## src/irlin_pkg.sv

```systemverilog
// Shared types, constants and tables of the IR range filter and linearizer.
`default_nettype none
package irlin_pkg;

	localparam int SAMPLE_W       = 10;
	localparam int AVG_W          = 10;
	localparam int DIST_W         = 14;
	localparam int OFF_W          = 12;
	localparam int D16_W          = 12;
	localparam int CNT_W          = 5;
	localparam int MUL_W          = 32;
	localparam int WINDOW_LEN_DEF = 8;

	localparam logic REG_CURVE  = 1'b0;
	localparam logic REG_OFFSET = 1'b1;

	localparam logic signed [OFF_W-1:0] OFF_MIN = -12'sd1024;
	localparam logic signed [OFF_W-1:0] OFF_MAX = 12'sd1024;

	localparam logic [20:0] CURVE_BASE [2] = '{21'd1200466, 21'd1223593};
	localparam logic [16:0] CURVE_POW  [2] = '{17'd75366, 17'd72090};
	localparam logic [D16_W-1:0] CURVE_LO16 [2] = '{12'd160, 12'd320};
	localparam logic [D16_W-1:0] CURVE_HI16 [2] = '{12'd1280, 12'd4000};

	typedef logic [30:0] exp_tbl_t [16];

	typedef enum logic [3:0] {
		ST_IDLE,
		ST_UPD,
		ST_DIVI,
		ST_DIV,
		ST_LOGI,
		ST_SQM,
		ST_SQR,
		ST_YM,
		ST_YR,
		ST_EXP,
		ST_EXR,
		ST_SHF,
		ST_FIN
	} state_t;

	typedef struct packed {
		logic rd_en;
		logic upd_en;
	} ring_ctrl_t;

	function automatic logic [63:0] isqrt64(input logic [63:0] x);
		logic [63:0] res;
		logic [63:0] bit_v;
		logic [63:0] xv;
		res   = '0;
		bit_v = 64'd1 << 62;
		xv    = x;
		for (int i = 0; i < 32; i++) begin
			if (xv >= res + bit_v) begin
				xv  = xv - (res + bit_v);
				res = (res >> 1) + bit_v;
			end else begin
				res = res >> 1;
			end
			bit_v = bit_v >> 2;
		end
		return res;
	endfunction

	function automatic exp_tbl_t exp2_tbl();
		exp_tbl_t t;
		logic [63:0] r;
		r = 64'd2 << 30;
		for (int k = 0; k < 16; k++) begin
			r    = isqrt64(r << 30);
			t[k] = r[30:0];
		end
		return t;
	endfunction

	localparam exp_tbl_t EXP2_TBL = exp2_tbl();

endpackage
`default_nettype wire

```

## src/irlin_mul.sv

```systemverilog
// Shared 32x32 multiplier with registered product.
`default_nettype none
module irlin_mul (
	input  wire logic                           clk,
	input  wire logic [irlin_pkg::MUL_W-1:0]    a,
	input  wire logic [irlin_pkg::MUL_W-1:0]    b,
	output logic      [2*irlin_pkg::MUL_W-1:0]  p
);
	import irlin_pkg::*;

	logic [2*MUL_W-1:0] p_q;

	always_ff @(posedge clk) begin
		p_q <= a * b;
	end

	assign p = p_q;

endmodule
`default_nettype wire

```

## src/irlin_ring.sv

```systemverilog
// Sample ring memory with valid bits and running window sum.
`default_nettype none
module irlin_ring #(
	parameter int WINDOW_LEN = irlin_pkg::WINDOW_LEN_DEF
) (
	input  wire logic                                                clk,
	input  wire logic                                                arst_n,
	input  wire irlin_pkg::ring_ctrl_t                               ctrl,
	input  wire logic [irlin_pkg::SAMPLE_W-1:0]                      sample,
	output logic      [irlin_pkg::SAMPLE_W+$clog2(WINDOW_LEN)-1:0]   sum
);
	import irlin_pkg::*;

	localparam int SUM_W  = SAMPLE_W + $clog2(WINDOW_LEN);
	localparam int SLOT_W = (WINDOW_LEN > 1) ? $clog2(WINDOW_LEN) : 1;

	logic [SAMPLE_W-1:0]   mem [WINDOW_LEN];
	logic [WINDOW_LEN-1:0] vld_q;
	logic [SLOT_W-1:0]     slot_q;
	logic [SAMPLE_W-1:0]   rd_s1;
	logic                  rd_vld_q;
	logic [SUM_W-1:0]      sum_q;
	logic [SAMPLE_W-1:0]   old;

	always_ff @(posedge clk) begin
		if (ctrl.rd_en) begin
			rd_s1 <= mem[slot_q];
		end
		if (ctrl.upd_en) begin
			mem[slot_q] <= sample;
		end
	end

	assign old = rd_vld_q ? rd_s1 : '0;

	always_ff @(posedge clk or negedge arst_n) begin
		if (!arst_n) begin
			vld_q    <= '0;
			slot_q   <= '0;
			rd_vld_q <= 1'b0;
			sum_q    <= '0;
		end else begin
			if (ctrl.rd_en) begin
				rd_vld_q <= vld_q[slot_q];
			end
			if (ctrl.upd_en) begin
				vld_q[slot_q] <= 1'b1;
				sum_q         <= sum_q - SUM_W'(old) + SUM_W'(sample);
				if (slot_q == SLOT_W'(WINDOW_LEN - 1)) begin
					slot_q <= '0;
				end else begin
					slot_q <= slot_q + 1'b1;
				end
			end
		end
	end

	assign sum = sum_q;

endmodule
`default_nettype wire

```

## src/ir_range_filter_linearizer.sv

```systemverilog
// Top level: window averager and power-law distance linearizer.
//
// channel   | signals                                      | dir
// sample    | sample_valid, sample_ready, adc_sample       | in
// result    | result_valid, result_ready, averaged_sample, | out
//           | distance                                     |
// config    | psel, penable, pwrite, paddr, pwdata, prdata | in/out
//
// From accept to the next accept of a beat with a nonzero mean, the sequence is:
// the shared multiplier does one reciprocal product for the mean, 16 squarings and
// the scaling product, then 16 exp2 steps, where each step on a set fraction bit
// adds one more product.
// A zero mean skips the conversion. Reset clears the ring valid
// bits, the sum, the config and the sequencer. sample_ready is high only in idle; a
// finished result waits in the output register while the next beat is taken, and
// the sequencer holds in its last state for every cycle that register stays full.
`default_nettype none
module ir_range_filter_linearizer #(
	parameter int WINDOW_LEN = irlin_pkg::WINDOW_LEN_DEF
) (
	input  wire logic                                clk,
	input  wire logic                                arst_n,
	input  wire logic                                sample_valid,
	output logic                                     sample_ready,
	input  wire logic [irlin_pkg::SAMPLE_W-1:0]      adc_sample,
	output logic                                     result_valid,
	input  wire logic                                result_ready,
	output logic      [irlin_pkg::AVG_W-1:0]         averaged_sample,
	output logic signed [irlin_pkg::DIST_W-1:0]      distance,
	input  wire logic                                psel,
	input  wire logic                                penable,
	input  wire logic                                pwrite,
	input  wire logic [2:0]                          paddr,
	input  wire logic [31:0]                         pwdata,
	output logic      [31:0]                         prdata,
	output logic                                     pready
);
	import irlin_pkg::*;

	localparam int SUM_W  = SAMPLE_W + $clog2(WINDOW_LEN);
	localparam int DIV_SH = SUM_W + $clog2(WINDOW_LEN);
	localparam logic [MUL_W-1:0] DIV_M = MUL_W'(((longint'(1) << DIV_SH) +
		longint'(WINDOW_LEN) - longint'(1)) / longint'(WINDOW_LEN));

	state_t state_q, state_d;

	logic [CNT_W-1:0]    cnt_q;
	logic                curve_q;
	logic [OFF_W-1:0]    calib_q;
	logic                out_vld_q;
	logic [AVG_W-1:0]    avg_out_q;
	logic [DIST_W-1:0]   dist_out_q;

	logic [SAMPLE_W-1:0] sample_q;
	logic [SUM_W-1:0]    quo_q;
	logic [3:0]          e_q;
	logic [30:0]         m_q;
	logic [15:0]         frac_q;
	logic [20:0]         y_q;
	logic [30:0]         acc_q;
	logic [D16_W-1:0]    d16_q;

	ring_ctrl_t          ring_ctrl;
	logic [SUM_W-1:0]    sum;
	logic [MUL_W-1:0]    mul_a;
	logic [MUL_W-1:0]    mul_b;
	logic [2*MUL_W-1:0]  mul_p;

	logic                cfg_wr;
	logic                accept;
	logic                out_load;
	logic [AVG_W-1:0]    avg;
	logic [3:0]          e_find;
	logic [31:0]         mm;
	logic [21:0]         y_pl;
	logic [15:0]         y_frac;
	logic [3:0]          y_idx;
	logic                y_bit;
	logic [5:0]          ip;
	logic [63:0]         shv;
	logic [33:0]         q8;
	logic [33:0]         q8c;
	logic [33:0]         hi8;
	logic [33:0]         lo8;
	logic [33:0]         q8r;
	logic [DIST_W-1:0]   off_sat;
	logic [DIST_W-1:0]   dist_d;

	irlin_ring #(.WINDOW_LEN(WINDOW_LEN)) u_ring (
		.clk    (clk),
		.arst_n (arst_n),
		.ctrl   (ring_ctrl),
		.sample (sample_q),
		.sum    (sum)
	);

	irlin_mul u_mul (
		.clk (clk),
		.a   (mul_a),
		.b   (mul_b),
		.p   (mul_p)
	);

	assign accept   = sample_valid && sample_ready;
	assign cfg_wr   = psel && penable && pwrite && pready;
	assign out_load = (state_q == ST_FIN) && (!out_vld_q || result_ready);

	assign avg    = quo_q[AVG_W-1:0];
	assign mm     = mul_p[61:30];
	assign y_pl   = 22'(mul_p[35:16]);
	assign y_frac = y_q[15:0];
	assign y_idx  = 4'd15 - cnt_q[3:0];
	assign y_bit  = y_frac[y_idx];

	always_comb begin
		e_find = '0;
		for (int i = 0; i < AVG_W; i++) begin
			if (avg[i]) begin
				e_find = 4'(i);
			end
		end
	end

	always_comb begin
		ip = {1'b0, y_q[20:16]} + 6'd8;
		if (ip > 6'd32) begin
			ip = 6'd32;
		end
		shv = {33'b0, acc_q} << ip;
		q8  = shv[63:30];
		hi8 = {14'b0, CURVE_HI16[curve_q], 8'b0};
		lo8 = {14'b0, CURVE_LO16[curve_q], 8'b0};
		q8c = q8;
		if (q8c > hi8) begin
			q8c = hi8;
		end
		if (q8c < lo8) begin
			q8c = lo8;
		end
		q8r = q8c + 34'd128;
	end

	always_comb begin
		if ($signed(calib_q) < OFF_MIN) begin
			off_sat = DIST_W'(OFF_MIN);
		end else if ($signed(calib_q) > OFF_MAX) begin
			off_sat = DIST_W'(OFF_MAX);
		end else begin
			off_sat = {{(DIST_W-OFF_W){calib_q[OFF_W-1]}}, calib_q};
		end
		dist_d = DIST_W'(d16_q) + off_sat;
	end

	always_comb begin
		state_d = state_q;
		unique case (state_q)
			ST_IDLE: begin
				if (accept) begin
					state_d = ST_UPD;
				end
			end
			ST_UPD:  state_d = ST_DIVI;
			ST_DIVI: state_d = ST_DIV;
			ST_DIV:  state_d = ST_LOGI;
			ST_LOGI: state_d = (avg == '0) ? ST_FIN : ST_SQM;
			ST_SQM:  state_d = ST_SQR;
			ST_SQR:  state_d = (cnt_q == CNT_W'(15)) ? ST_YM : ST_SQM;
			ST_YM:   state_d = ST_YR;
			ST_YR:   state_d = ST_EXP;
			ST_EXP: begin
				if (y_bit) begin
					state_d = ST_EXR;
				end else if (cnt_q == CNT_W'(15)) begin
					state_d = ST_SHF;
				end
			end
			ST_EXR:  state_d = (cnt_q == CNT_W'(15)) ? ST_SHF : ST_EXP;
			ST_SHF:  state_d = ST_FIN;
			ST_FIN: begin
				if (out_load) begin
					state_d = ST_IDLE;
				end
			end
			default: state_d = ST_IDLE;
		endcase
	end

	always_comb begin
		sample_ready     = (state_q == ST_IDLE);
		ring_ctrl.rd_en  = accept;
		ring_ctrl.upd_en = (state_q == ST_UPD);
		mul_a            = {1'b0, m_q};
		mul_b            = {1'b0, m_q};
		unique case (state_q)
			ST_DIVI: begin
				mul_a = MUL_W'(sum);
				mul_b = DIV_M;
			end
			ST_YM: begin
				mul_a = MUL_W'(CURVE_POW[curve_q]);
				mul_b = MUL_W'({e_q, frac_q});
			end
			ST_EXP: begin
				mul_a = {1'b0, acc_q};
				mul_b = {1'b0, EXP2_TBL[cnt_q[3:0]]};
			end
			default: begin
			end
		endcase
	end

	always_ff @(posedge clk or negedge arst_n) begin
		if (!arst_n) begin
			state_q   <= ST_IDLE;
			cnt_q     <= '0;
			curve_q   <= 1'b0;
			calib_q   <= '0;
			out_vld_q <= 1'b0;
		end else begin
			state_q <= state_d;
			if (cfg_wr) begin
				unique case (paddr[2])
					REG_CURVE:  curve_q <= pwdata[0];
					REG_OFFSET: calib_q <= pwdata[OFF_W-1:0];
					default: begin
					end
				endcase
			end
			if (out_load) begin
				out_vld_q <= 1'b1;
			end else if (result_ready) begin
				out_vld_q <= 1'b0;
			end
			unique case (state_q)
				ST_DIVI, ST_LOGI, ST_YR: cnt_q <= '0;
				ST_SQR, ST_EXR:          cnt_q <= cnt_q + 1'b1;
				ST_EXP: begin
					if (!y_bit) begin
						cnt_q <= cnt_q + 1'b1;
					end
				end
				default: begin
				end
			endcase
		end
	end

	always_ff @(posedge clk) begin
		if (accept) begin
			sample_q <= adc_sample;
		end
		if (out_load) begin
			avg_out_q  <= avg;
			dist_out_q <= dist_d;
		end
		unique case (state_q)
			ST_DIV: quo_q <= mul_p[DIV_SH +: SUM_W];
			ST_LOGI: begin
				e_q    <= e_find;
				m_q    <= 31'(avg) << (5'd30 - 5'(e_find));
				frac_q <= '0;
				d16_q  <= CURVE_HI16[curve_q];
			end
			ST_SQR: begin
				m_q    <= mm[31] ? mm[31:1] : mm[30:0];
				frac_q <= {frac_q[14:0], mm[31]};
			end
			ST_YR: begin
				y_q   <= (y_pl > 22'(CURVE_BASE[curve_q])) ? '0 :
					21'(22'(CURVE_BASE[curve_q]) - y_pl);
				acc_q <= {1'b1, 30'b0};
			end
			ST_EXR: acc_q <= mul_p[60:30];
			ST_SHF: d16_q <= q8r[8+D16_W-1:8];
			default: begin
			end
		endcase
	end

	always_comb begin
		unique case (paddr[2])
			REG_OFFSET: prdata = {{(32-OFF_W){calib_q[OFF_W-1]}}, calib_q};
			default:    prdata = {31'b0, curve_q};
		endcase
	end

	assign pready          = 1'b1;
	assign result_valid    = out_vld_q;
	assign averaged_sample = avg_out_q;
	assign distance        = dist_out_q;

endmodule
`default_nettype wire

```

## config.mk

```make
export PLATFORM = sky130hd
export DESIGN_NAME = ir_range_filter_linearizer
export DESIGN_NICKNAME = d
export VERILOG_FILES = /design/src/irlin_pkg.sv /design/src/irlin_mul.sv /design/src/irlin_ring.sv /design/src/ir_range_filter_linearizer.sv
export SDC_FILE = /design/constraint.sdc
export NUM_CORES = 2
export LEC_CHECK = 0
export ABC_AREA = 1
export BUFFER_PORTS_ARGS = -buffer_cell sky130_fd_sc_hd__buf_2
export CORE_AREA = 3 3 304 426
export DETAILED_ROUTE_END_ITERATION = 8
export DIE_AREA = 0 0 307 429
export GPL_TIMING_DRIVEN = 0
export PLACE_DENSITY = 0.59
export SLEW_MARGIN = 20
export SYNTH_ARGS = -nofsm -noshare
export SYNTH_HDL_FRONTEND = slang
export SYNTH_HIERARCHICAL = 1
export SYNTH_SLANG_ARGS = --single-unit
```

## constraint.sdc

```tcl
create_clock -name clk -period 9.57 [get_ports clk]
set_input_delay 2.871 -clock clk [delete_from_list [all_inputs] [get_ports clk]]
set_output_delay 2.871 -clock clk [all_outputs]
set_load 0.05 [all_outputs]
```

==> After elaboration in Yosys (flattened, before gate mapping) <==
Memories as Yosys holds them, arrays and structs flattened. A register that Yosys moved wholly into a read port is not among the register bits.
Cells that the tools add are included.
{ "word_totals": {"rom_bits": 496, "memories": 2, "ram_bits": 80, "output_inout_bits": 59, "wordCells": 146, "inputBits": 52, "regBits": 269} }
{ "classes": {"bitwise_logic": 4, "n_addsub": 10, "mux": 58, "shift": 2, "n_mul": 1, "order_cmp": 11, "n_eq_ne": 18, "reduce_logical": 20} }
{ "mem_list": {"columns": ["memory", "words", "width", "rd", "rd_clocked_by_memory_dff", "wr", "line_no", "rtl"], "rows": [
  ["(name not given)", 16, 31, 1, 0, 0, "ir_range_filter_linearizer.sv:205", "mul_b = {1'b0, EXP2_TBL[cnt_q[3:0]]};"],
  ["u_ring.mem", 8, 10, 1, 1, 1, "irlin_ring.sv:17", "logic [SAMPLE_W-1:0] mem [WINDOW_LEN];"]
]} }
{ "op_table": {"columns": ["op", "count"], "rows": [
  ["one-hot mux 31 bit (3 select lines)", 2],
  ["one-hot mux 31 bit (2 select lines)", 2],
  ["2-to-1 mux 31 bit", 3],
  ["<< shifter 31 x 6 -> 64 bit", 1],
  ["multiplier 31 x 31 -> 62 bit", 1],
  ["2-to-1 mux 12 bit", 5],
  ["one-hot mux 4 bit (13 select lines)", 1],
  ["2-to-1 mux 14 bit", 3],
  ["2-to-1 mux 21 bit", 2],
  ["2-to-1 mux 4 bit", 10],
  ["greater-than comparator 34 x 20 -> 1 bit", 1],
  ["less-than comparator 34 x 20 -> 1 bit", 1],
  ["2-to-1 mux 17 bit", 2],
  ["2-to-1 mux 34 bit", 1],
  ["2-to-1 mux 32 bit", 1],
  ["one-hot mux 16 bit (2 select lines)", 1],
  ["<< shifter 10 x 5 -> 31 bit", 1],
  ["one-hot mux 12 bit (2 select lines)", 1],
  ["greater-than comparator 20 x 21 -> 1 bit", 1],
  ["subtractor 21 x 20 -> 21 bit", 1],
  ["adder 20 x 8 -> 20 bit (second input constant)", 1],
  ["equality test 4 bit (second input constant)", 5],
  ["2-to-1 mux 20 bit", 1],
  ["equality test 4 x 3 -> 1 bit (second input constant)", 4],
  ["50 further kinds", 72]
]} }

==> Logic depth before layout (Yosys ltp) <==
{ "depth": {"ltp_word": 12, "mapped_depth": 46, "ltp_nobuf": 44} }

==> Hierarchy <==
Netlist, hierarchy kept.
{ "modules_own_cells": {"columns": ["module", "seq_area_each_um2", "instances", "cells_per_inst", "area_per_inst_um2"], "rows": [
  ["irlin_mul", 1281.2, 1, 5025, 37413.4],
  ["ir_range_filter_linearizer", 5350.1, 1, 1872, 13666.9],
  ["irlin_ring", 3328.2, 1, 543, 5551.6]
]} }

==> Worst setup path after synthesis <==
No wires, ideal clock.
{ "synth_path": {"path_kind": "reg2reg", "from": "register state_q[2]", "to": "register u_mul.p_q[60] (netlist: u_mul/p[60])", "slack_ns": 1.837, "period_less_slack_ns": 7.733, "setup_ns": 0.112, "path_buffers": 2, "stages_incl_launch_ff": 35, "arrival_time_ns": 7.620, "required_ns": 9.458, "cell_sequence": "dfrtp_1 > inv_1 > nor2_1 > inv_1 > nor2_1 > nor3_1 > clkinv_1 > clkbuf_1 > o22ai_1 > clkbuf_1 > nand2_1 > fa_1 > inv_1 > fa_1 > inv_1 > fa_1 > inv_1 > fa_1 > fa_1 > fa_1 > fa_1 > inv_1 > fa_1 > inv_1 > ha_1 > nand2_1 > nand2_1 > a21oi_1 > nand2_1 > nand2_1 > nand2_1 > a21oi_1 > nand2_1 > nand2_1 > nand2_1"} }
{ "synth_via": {"elab_chain_cells": 3, "elab_cells_between_ends": 6, "classes_between": "mul (1); eq/ne (3); mux (2)"} }
{ "synth_lines": {"columns": ["element", "line_no", "rtl"], "rows": [
  ["start: declaration", "ir_range_filter_linearizer.sv:45", "state_t state_q, state_d;"],
  ["start signal: assignment", "ir_range_filter_linearizer.sv:220", "state_q <= state_d;"],
  ["equality test 4 bit (tied with other cells)", "ir_range_filter_linearizer.sv:194", "unique case (state_q)"],
  ["one-hot mux 31 bit (3 select lines) (*)", "ir_range_filter_linearizer.sv:194", null],
  ["named net mul_a[25]", "ir_range_filter_linearizer.sv:65", "logic [MUL_W-1:0] mul_a;"],
  ["multiplier 31 x 31 -> 62 bit (*)", "irlin_mul.sv:14", "p_q <= a * b;"],
  ["end signal: assignment", "irlin_mul.sv:14", null],
  ["end: declaration", "irlin_mul.sv:11", "logic [2*MUL_W-1:0] p_q;"]
]} }
Mark *: on every way through the listed nets, which the timed path passes. The rest lies on a longest branch.
A chain may end at the register's enable or synchronous reset.

==> Worst setup path in the final report <==
{ "layout_path": {"from": "register state_q[2]", "to": "register u_mul.p_q[42] (netlist: u_mul/p[42])"} }
Same word-level chain as after synthesis.

==> impl_metrics.csv <==
group,metric,value,unit
critical_path,crit_type,"flop to flop",
critical_path,end_kind,"flop",
layout,fin_nets,8815,
critical_path,timing.rr.start,"state_q[2]",
floorplan,start_util,44.4,%
logic_synthesis,syn_area_per_cell,7.59,um^2
critical_path,worst_ep_arrival_time,9.84,ns
sta,slew_headroom,16.8,%
floorplan,dieArea,132000,um^2
clocking,cts_buffer_depth,3,
detailed_routing,wl,251000,um
sta,slew_violations,0,
clocking,cts_buffers,30,
clocking,cts_tree,"built",
place,dpl.hpwl,207000,um
critical_path,cp-startpoint,"state_q[2]",
detailed_routing,first_pass_iters,9,
logic_synthesis,syn-cell-area,55900,um^2
sta,final-setup-viol-count,0,
global_route,gr-total-overflow,0,
sta,rsz0062_at_grt,"no",
critical_path,r2r_slack,0.19,ns
floorplan,io_pins,111,
layout,syn_to_final_growth,8.86,%
global_route,grt_pass1_wl,354000,um
detailed_routing,drtIter0Drc,3749,
critical_path,crit_required,10.03,ns
critical_path,worstPathMaxFanout,10,
floorplan,core,126000,um^2
layout,layout_common_cells,"2085 x nand2_1, 2038 x inv_1, 903 x fa_1",
clocking,hold_buffers,0,
layout,mostFrequentLayoutCell,"nand2_1",
sta,clock.fmax,0.107,GHz
place,port-buffer-count,87,
critical_path,cpPeakStageDelay,0.74,ns
sta,skew,0.0381,ns
clocking,clkTransAtPathRegs,0.07,ns
sta,worstMarginPinSlew,1.25,ns
global_route,grt_max_degree,49,
place,gp_congestion,1.08,
clocking,clk_latency,0.63,ns
detailed_routing,post_drt_via_cell_ratio,5.31,
place,placed_area,58700,um^2
sta,finalHoldViolCount,0,
sta,fin_crit,9.38,ns
hold_path,hold_class,"flop to flop",
floorplan,fp.dieW,307,um
clocking,h-tree-depth,1,
run,cap_violations,0,
sta,min_period_over_period,98.0,%
detailed_routing,vias,48800,
detailed_routing,drc,0,
logic_synthesis,yosys_warnings,6,
logic_synthesis,synthCells,7359,
critical_path,worstSetupStartpointType,"flop",
clocking,clock-sinks,343,
layout,fin_area,60800,um^2
critical_path,r2r_cells,32,
critical_path,path_common_cell,"nand2_1",
global_route,antenna_found_initial,6,
critical_path,slowest_stage,"fa_1",
global_route,grt_pass1_vias,50900,
floorplan,placementRows,154,
status,outcome,"finished clean",
floorplan,die_h,429,um
global_route,track_usage,38.2,%
layout,drive_gt1_share,8.42,%
detailed_routing,wl_per_cell,27.3,um
detailed_routing,ant_nets,0,
clocking,root_buffer,"clkbuf_16",
critical_path,setup.worst_path.end,"u_mul/p[42]",
critical_path,reg2reg_to,"u_mul/p[42]",
[sequential cells by signal (all words and copies together) (netlist names), 3 cells and up]
name	flops
acc_q	31
averaged_sample	10
calib_q	12
cnt_q	5
d16_q	12
distance	14
e_q	4
frac_q	16
m_q	31
quo_q	10
sample_q	10
state_q	4
u_mul/p	46
u_ring/mem	80
u_ring/rd_s1	10
u_ring/slot_q	3
u_ring/sum	13
u_ring/vld_q	8
y_q	21
[cell type report]
class,instances,area (um^2)
diodes,3,7.51
plain buffers,309,1680
well taps,1638,2050
clock buffers,35,843
fillers,12800,65000
multi-input cells,4646,37700
flip-flops and latches,343,9600
repair buffers,140,968
clock inverters,21,215
inverters,2068,7790
[routing by layer]
layer	GRT usage (%)	vias up	part of all wire, %
li1	-	21700	-
met1	38.2	23900	32
met2	66.3	2238	49
met3	6.09	950	6.4
met4	37.6	4	13
met5	0	-	0.014
[what timing repair did]
action / in CTS / in global routing
buffers inserted: 20 / 18
resized for setup: 184 / 129
endpoints found under the hold margin: 0 / 0
setup endpoints to repair: 46 / 41
pin swaps: 8 / 7
[how the worst min path moves through the flow]
stage | startpoint | endpoint | slack [ns] | cells past startpoint
5_1_grt | u_mul/p[20] | quo_q[4] | 0.46 | 0
3_5_place_dp | u_mul/p[20] | quo_q[4] | 0.42 | 0
2_1_floorplan | u_mul/p[17] | quo_q[1] | 0.41 | 0
3_3_place_gp | u_mul/p[20] | quo_q[4] | 0.41 | 0
4_1_cts | u_mul/p[20] | quo_q[4] | 0.43 | 0
6_report | u_mul/p[20] | quo_q[4] | 0.43 | 0
[worst max-delay path: cells and delay by family, from the launching register on]
| family | cells | cell delay (ns) |
|---|---|---|
| buffers and inverters | 9 | 2.00 |
| DFF | 1 | 0.41 |
| AOI/OAI and AO/OA | 2 | 0.37 |
| adders and majority gates | 9 | 4.70 |
| and+or+nand+nor | 12 | 1.69 |
[through the flow]
stage	hold WS, ns	cells	utilization, %	TNS, ns	setup slack (ns)
2_1_floorplan	0.408	7367	-	0	1.84
3_3_place_gp	0.414	9092	46.4	-101.99	-2.65
3_5_place_dp	0.419	9107	46.7	-47.18	-1.42
4_1_cts	0.429	9182	48.0	0	0.0114
5_1_grt	0.458	9200	48.3	0	0.00725
6_report	0.426	9203	48.3	0	0.188
Power is left out: the tool's default activity adds up to more than one toggle a clock period on the data nets, which glitch-free logic cannot reach.
